### src/hw/rtl/mips_itype_execute_core_assert.svh
// assertion macros for the i-type execute core
// no dependencies; included by the top level
`ifndef MIPS_ITYPE_EXECUTE_CORE_ASSERT_SVH
`define MIPS_ITYPE_EXECUTE_CORE_ASSERT_SVH

`ifndef SYNTHESIS
`define MITE_ASSERT_IMPL(name, clk, rstn, ante, cons) \
    name: assert property (@(posedge clk) disable iff (!(rstn)) (ante) |-> (cons)) \
        else $error("mite implication check failed");
`define MITE_ASSERT_NEXT(name, clk, rstn, ante, cons) \
    name: assert property (@(posedge clk) disable iff (!(rstn)) (ante) |=> (cons)) \
        else $error("mite next-cycle check failed");
`else
`define MITE_ASSERT_IMPL(name, clk, rstn, ante, cons)
`define MITE_ASSERT_NEXT(name, clk, rstn, ante, cons)
`endif

`endif

### src/hw/rtl/mite_pkg.sv
// opcodes, shared structs and a sign-extension function of the i-type execute core
// no dependencies
package mite_pkg;

    localparam logic [5:0] OP_BEQ   = 6'h04;
    localparam logic [5:0] OP_BNE   = 6'h05;
    localparam logic [5:0] OP_ADDI  = 6'h08;
    localparam logic [5:0] OP_ADDIU = 6'h09;
    localparam logic [5:0] OP_SLTI  = 6'h0A;
    localparam logic [5:0] OP_SLTIU = 6'h0B;
    localparam logic [5:0] OP_ANDI  = 6'h0C;
    localparam logic [5:0] OP_ORI   = 6'h0D;
    localparam logic [5:0] OP_XORI  = 6'h0E;
    localparam logic [5:0] OP_LUI   = 6'h0F;
    localparam logic [5:0] OP_LB    = 6'h20;
    localparam logic [5:0] OP_LH    = 6'h21;
    localparam logic [5:0] OP_LW    = 6'h23;
    localparam logic [5:0] OP_LBU   = 6'h24;
    localparam logic [5:0] OP_LHU   = 6'h25;
    localparam logic [5:0] OP_SB    = 6'h28;
    localparam logic [5:0] OP_SH    = 6'h29;
    localparam logic [5:0] OP_SW    = 6'h2B;

    localparam logic [4:0] REG_ZERO = 5'd0;

    typedef struct packed {
        logic        en;
        logic [4:0]  idx;
        logic [31:0] data;
    } rf_wr_t;

    typedef struct packed {
        logic       rd;
        logic       wr;
        logic [7:0] wdata;
    } mem_cmd_t;

    function automatic logic [31:0] sext16(input logic [15:0] v);
        sext16 = {{16{v[15]}}, v};
    endfunction

endpackage

### src/hw/rtl/mite_alu.sv
// shared alu: immediate arithmetic, logic, compares and effective address
// uses mite_pkg
module mite_alu (
    input  logic [5:0]  op,
    input  logic [31:0] a,
    input  logic [15:0] imm,
    output logic [31:0] result
);
    import mite_pkg::*;

    logic [31:0] simm;
    logic [31:0] zimm;

    assign simm = sext16(imm);
    assign zimm = {16'h0000, imm};

    always_comb begin
        case (op)
            OP_SLTI:  result = {31'd0, $signed(a) < $signed(simm)};
            OP_SLTIU: result = {31'd0, a < simm};
            OP_ANDI:  result = a & zimm;
            OP_ORI:   result = a | zimm;
            OP_XORI:  result = a ^ zimm;
            OP_LUI:   result = {imm, 16'h0000};
            // addi, addiu and load/store effective address
            default:  result = a + simm;
        endcase
    end

endmodule

### config.mk
export PLATFORM = sky130hd
export DESIGN_NAME = mite_alu
export DESIGN_NICKNAME = d
export VERILOG_FILES = /design/src/hw/rtl/mips_itype_execute_core_assert.svh /design/src/hw/rtl/mite_pkg.sv /design/src/hw/rtl/mite_alu.sv
export SDC_FILE = /design/constraint.sdc
export NUM_CORES = 1
export LEC_CHECK = 0
export BUFFER_PORTS_ARGS = -buffer_cell sky130_fd_sc_hd__buf_2
export CORE_ASPECT_RATIO = 1.25
export CORE_MARGIN = 2
export CORE_UTILIZATION = 32
export DETAILED_ROUTE_END_ITERATION = 12
export GPL_TIMING_DRIVEN = 1
export PLACE_DENSITY = 0.65
export SLEW_MARGIN = 5
export SYNTH_ARGS = -nofsm -noshare
export SYNTH_HDL_FRONTEND = slang
export SYNTH_SLANG_ARGS = --single-unit
export TNS_END_PERCENT = 10
### constraint.sdc
create_clock -name vclk -period 9.2
set_input_delay 1.84 -clock vclk [all_inputs]
set_output_delay 1.84 -clock vclk [all_outputs]
set_load 0.01 [all_outputs]
Word-level counts from Yosys, hierarchy flattened:

Cells that the tools add are included.

* input port bits: 54
* logic and storage cells: 13
* register bits after elaboration: 0
* memory bits (read-only): 0
* output and inout port bits: 32
* bits in latches: 0
* memories kept: 0
* memory bits (writable): 0

* bitwise operators: 3
* magnitude comparators: 2
* muxes and demuxes: 1
* add/subtract/negate cells: 1
* multiply operators: 0
* reduce and logical (&&, ||, !) cells: 0
* eq/ne operators: 6
* shift-type cells: 0
* divide/modulo/power cells: 0

Operator list (number)
* $pmux 32 s6: 1
* $eq 6x4->1 const B: 6
* $add 32x32->32: 1
* $and 32x16->32: 1
* $lt 32x16->1: 1
* $lt 32x32->1: 1
* $or 32x16->32: 1
* $xor 32x16->32: 1

Logic depth before layout (Yosys ltp):

Gate-level depths: netlist of the first run.

* depth in word-level cells: 2
* depth in mapped cells: 12
* mapped depth without buffers: 12

Worst setup path after synthesis of the first run:

OpenSTA, ideal clock, no wires.

* path kind: input port to output port
* start: input port a[0]
* end: output port result[24]
* stages on the path: 12
* path slack: 3.103 ns
* required time: 7.360 ns
* data arrival time: 4.257 ns
* path buffers: 0
* path through: ha_1 > inv_1 > fa_1 > nor2b_1 > o21a_2 > a311o_2 > a311oi_4 > o41ai_4 > a31oi_2 > o31ai_2 > xor2_1 > o21ai_1

* word-level cells in the longest chain between the ends: 2

Ends and longest elaborated chain
* start: declaration: line mite_alu.sv:5 `input logic [31:0] a,`
* $add 32x32->32: line mite_alu.sv:26 `default: result = a + simm;`
* $pmux 32 s6: line mite_alu.sv:18 `case (op)`
* end: declaration: line mite_alu.sv:7 `output logic [31:0] result`

No other way between the ends.

Worst setup path after layout of the first run:

* start: input port imm[15]
* end: output port result[0]

* word-level cells in the longest chain between the ends: 2
* elaborated cells between the ends (all ways): 3
* those cells by class: 2 x order compare; 1 x mux

Ends and longest elaborated chain
* start: declaration: line mite_alu.sv:6 `input logic [15:0] imm,`
* $lt 32x32->1 or $lt 32x16->1 (tied branches): line mite_alu.sv:20, mite_alu.sv:19
* $pmux 32 s6 (*): line mite_alu.sv:18

Mark *: on every way between the ends. The rest lies on a longest branch, timed or not.

==> results of run 1 <==
## metrics by stage
stage	cell area [sq um]	utilization, %	power [W]	hold slack, ns
after floorplan	3400	-	0.000174	3.83
after global routing	3920	37.5	0.000290	4.07
after global placement	3920	37.5	0.000259	4.04
final	3920	37.5	0.000263	4.05
after CTS	3920	37.5	0.000263	4.05
after detailed placement	3920	37.5	0.000261	4.05
## cells by family after synthesis
family,share of synthesized area [%]
buffers and inverters,8.76
muxes,2.06
adders and majority gates,29.7
AOI/OAI and AO/OA,36.8
and+or+nand+nor,17.8
xor gates and xnor gates,4.90
## cell usage after synthesis (7+ instances only)
master	n	share of area [%]
mux2i_1	7	2.1
nand2_1	38	4.2
inv_1	48	5.3
nor2_1	33	3.6
o211ai_1	9	2.0
o21bai_1	12	2.7
o21ai_0	18	2.7
xnor2_1	14	3.6
a22oi_1	14	3.1
ha_1	79	29
clkbuf_1	18	2.0
o22ai_1	7	1.3
nor4_1	9	1.7
o21ai_1	21	3.1
a21o_1	11	2.4
a21oi_1	44	6.5
nor3_1	14	2.1
## layer usage
metal / share of wire (%) / vias to the layer above
met2: 52 / 112
met3: 4.8 / 17
met5: 0 / -
li1: - / 1904
met4: 1.3 / 0
met1: 42 / 1817
## where the power goes
part           internal (W)  switching, W
sequential                0             0
clock                     0             0
combinational      0.000106      0.000157
## worst paths after layout
path / start / endpoint / slack [ns]
worst max-delay path: imm[15] / result[0] / 2.24
worst min-delay path: imm[14] / result[30] / 4.05
## worst min-delay path, delay by kind of cell
kind,cells,cell delay [ns]
buf+inv,2,0.24
compound gates,2,0.13
## area by class of cell
cell class                 count  share of cell area, %
multi-input combinational    413                   79.2
timing repair buffer          89                   11.6
inverter                      53                   5.08
tap                          132                   4.21
==> flow_metrics.py, run 1 <==
metrics = {
    "run_status": {
        "status": "complete, no violations",
    },
    "logic_synthesis": {
        "syn-num-nets": 624,
        "ys_seq_area_share_pct": 0,
        "yosysUniqueCellTypes": 61,
        "synth.cell_area_sq_mm": 0.00340,
        "netlist_instances": 490,
        "synth_warnings": 0,
        "avgSynthCellArea_sq_um": 6.94,
    },
    "worst_setup_path": {
        "required_ns": 7.36,
        "cp-end-kind": "primary output",
        "crit_arrival_ns": 5.12,
        "slowest_stage": "ha_1",
        "crit_cells": 12,
        "crit_type": "in -> out",
        "critPathMaxFanout": 18,
        "path_buf_inv": 4,
        "critPathMaxStageDelay_ns": 0.57,
        "path_cells": "buf_2 -> inv_1 -> ha_1 -> inv_1 -> nor3_1 -> nand4_1 -> or3_1 -> a31oi_1 -> nor3_1 -> a221oi_1 -> or3b_1 -> buf_2",
        "critPathLaunchType": "input pin",
        "cp_top_family": "simple AND/OR/NAND/NOR gates",
    },
    "global_route": {
        "busiest_layer": "met2",
        "grt-ovfl-total": 0,
        "grt_max_degree": 32,
        "antenna_found_initial": 0,
        "grt_pass1_wl_um": 17900,
        "grtUsageMet2_pct": 36.1,
        "met1_usage_pct": 24.7,
        "grt_usage_pct": 19.3,
        "grtUsageMet3_pct": 0.380,
        "first_global_vias": 3599,
    },
    "placement": {
        "dpl.hpwl_um": 9290,
        "placed_cells": 687,
        "buffer_ports.inserted": 86,
        "dp_worst_setup_slack_ns": 2.26,
        "globalplace.congestion": 0.948,
    },
    "timing": {
        "worst_slack_ns": 2.24,
        "hold_viol_final": 0,
        "slew_headroom_pct": 42.1,
        "tightest_slew_ns": 0.862,
        "tns_ns": 0,
        "grt_setup_unrepaired": "no",
        "setup_violations": 0,
        "drv_slew": 0,
        "fin_crit_ns": 6.96,
        "finalCritPeriodShare_pct": 75.7,
        "fmax_ghz": 0.144,
    },
    "finish": {
        "layout_commonest_cell": "buf_2",
        "final_cell_mix": "buf_2, ha_1, inv_1",
        "drive_gt1_share_pct": 18.9,
        "seq_area_sq_um": 0,
        "fill_cells": 1130,
        "seq_cells": 0,
        "clkbuf_count": 0,
        "multi_input_area_sq_mm": 0.00310,
        "nets": 691,
        "syn_to_final_growth_pct": 15.3,
        "insertedDiodeCount": 0,
        "final_cells": 687,
    },
    "pwr": {
        "power_density_mw_per_mm2": 67.0,
        "peakVddDrop_v": 0.0000254,
        "leakage_nw": 1.99,
    },
    "floorplan": {
        "core_sq_mm": 0.0105,
        "start_util_pct": 32.5,
        "die_height_um": 119,
        "fp.dieW_um": 96.2,
        "num_rows": 42,
        "io_pins": 86,
        "dieArea_sq_mm": 0.0115,
    },
    "routing": {
        "routed_wl_um": 11600,
        "vias": 3850,
        "route.detailed.drc": 0,
        "initialDrtViolationCount": 167,
        "drtAntennaViolNets": 0,
        "routedWlPerCell_um": 16.8,
        "vias_per_cell": 5.60,
        "first_pass_iters": 5,
    },
    "worst_hold_path": {
        "hold_class": "in -> out",
        "holdPathStages": 4,
    },
    "clock_network": {
        "hold_buffers": 0,
        "post-cts-setup-buffer-count": 0,
        "cts-resized-gates": 0,
    },
    "run": {
        "maxCapViolCount": 0,
    },
}
No activity file was read; power rests on OpenSTA's default activity.
==> inputs of run 2 (changes only) <==
Clock period 9.2 ns to 6.5 ns, I/O delays scaled along.
==> run 2 against run 1 <==
Against the previous run: combinational power increased by 42%; flip-flop and latch count unchanged; final cell count increased by 0.15%; total power increased by 42%; count of clock-buffer cells in the layout unchanged; hold slack got worse by 1.1 ns; worst setup slack got worse by 1.4 ns; utilization increased by 0.072 points; sequential share of layout area unchanged; routed wire length increased by 0.39%; critical endpoint unchanged.
==> flow_metrics.py, run 2 (synthesis results as in run 1) <==
metrics = {
    "run": {
        "maxCapViolCount": 0,
    },
    "placement": {
        "buffer_ports.inserted": 86,
        "dpl.hpwl_um": 9290,
        "globalplace.congestion": 0.910,
        "dp_worst_setup_slack_ns": 0.896,
    },
    "pwr": {
        "switching_power_w": 0.000224,
        "power.internal_w": 0.000150,
        "pwr-share-clk_pct": 0,
        "power_density_mw_per_mm2": 95.1,
        "pwr-share-seq_pct": 0,
        "peakVddDrop_v": 0.0000366,
        "pwr-share-comb_pct": 100.0,
        "leakage_nw": 1.99,
        "p_sw_share_pct": 59.9,
    },
    "clock_network": {
        "post-cts-setup-buffer-count": 0,
        "hold_buffers": 0,
        "cts-resized-gates": 0,
    },
    "global_route": {
        "first_global_vias": 3743,
        "antenna_found_initial": 0,
        "grt-ovfl-total": 0,
        "grt_max_degree": 32,
        "grt_pass1_wl_um": 18300,
        "grt_usage_pct": 19.7,
    },
    "routing": {
        "vias_per_cell": 5.67,
        "first_pass_iters": 5,
        "drtAntennaViolNets": 0,
        "route.detailed.drc": 0,
        "routedWlPerCell_um": 16.9,
        "initialDrtViolationCount": 203,
        "routed_wl_um": 11600,
        "vias": 3901,
    },
    "worst_setup_path": {
        "required_ns": 5.20,
        "path_buf_inv": 3,
        "path_common_cell": "buf_2",
        "cp_top_family": "simple AND/OR/NAND/NOR gates",
        "cp-end-kind": "primary output",
        "crit_type": "in -> out",
        "slowest_stage": "nor4_1",
        "critPathLaunchType": "input pin",
        "crit_arrival_ns": 4.34,
        "critPathMaxFanout": 18,
        "path_cells": "buf_2 -> inv_1 -> ha_1 -> nor4_1 -> o2111ai_1 -> o21a_1 -> a31oi_1 -> nor3_1 -> a221oi_1 -> or3b_1 -> buf_2",
        "critPathMaxStageDelay_ns": 0.56,
    },
    "worst_hold_path": {
        "hold_class": "in -> out",
    },
    "timing": {
        "tightest_slew_ns": 0.768,
        "fmax_ghz": 0.177,
        "worst_slack_ns": 0.864,
        "drv_slew": 0,
        "tns_ns": 0,
        "hold_viol_final": 0,
        "slew_headroom_pct": 48.8,
        "grt_setup_unrepaired": "no",
        "fin_crit_ns": 5.64,
        "setup_violations": 0,
        "finalCritPeriodShare_pct": 86.7,
    },
    "finish": {
        "final_cell_mix": "buf_2, ha_1, inv_1",
        "insertedDiodeCount": 0,
        "syn_to_final_growth_pct": 15.5,
        "multi_input_area_sq_mm": 0.00310,
        "clkbuf_count": 0,
        "seq_cells": 0,
        "nets": 692,
        "seq_area_sq_um": 0,
        "drive_gt1_share_pct": 19.1,
        "fill_cells": 1128,
        "layout_commonest_cell": "buf_2",
    },
    "floorplan": {
        "io_pins": 86,
        "die_height_um": 119,
        "num_rows": 42,
        "start_util_pct": 32.5,
        "dieArea_sq_mm": 0.0115,
        "core_sq_mm": 0.0105,
        "fp.dieW_um": 96.2,
    },
    "run_status": {
        "status": "complete, no violations",
    },
}
[run 2: cell count changes in the layout (fill, tap and decap cells not counted)]
cell,delta
buf_4,+1
[run 2: tightest hold or removal path: stages]
cell	delay [ns]
buf_2	0.10
a22oi_1	0.06
o21ai_1	0.06
buf_2	0.13
[run 2: power groups by stage]
stage	logic (W)	clock network, W	registers [W]
6_report	0.000373	0	0
5_1_grt	0.000413	0	0
4_1_cts	0.000374	0	0
3_5_place_dp	0.000372	0	0
3_3_place_gp	0.000367	0	0
2_1_floorplan	0.000247	0	0
[run 2: path summary, 6_finish.rpt]
| path | start | endpoint | slack [ns] | cells past startpoint |
|---|---|---|---|---|
| setup / recovery | imm[15] | result[0] | 0.86 | 11 |
| hold / removal | imm[14] | result[30] | 2.96 | 4 |
[run 2: per-layer routing]
metal	global-route usage, %	up-vias	part of all wire (%)
li1	-	1898	-
met1	24.4	1820	41
met4	4.82	0	2.5
met3	1.58	31	6.7
met5	0	-	0
met2	35.8	152	50
[run 2: layout make-up]
cell class                 instances  area share, %
inverter                          53           5.07
multi-input combinational        413           79.0
tap                              132           4.21
timing repair buffer              90           11.7
[run 2: stage by stage]
step	hold slack (ns)	instance area, sq um	std cells	total power [W]	utilization (%)
finish	2.96	3930	688	0.000373	37.5
global route	3.02	3930	688	0.000413	37.5
CTS	2.97	3930	688	0.000374	37.5
detailed placement	2.97	3930	688	0.000372	37.5
global placement	2.97	3930	688	0.000367	37.5
floorplan	2.75	3400	490	0.000247	-
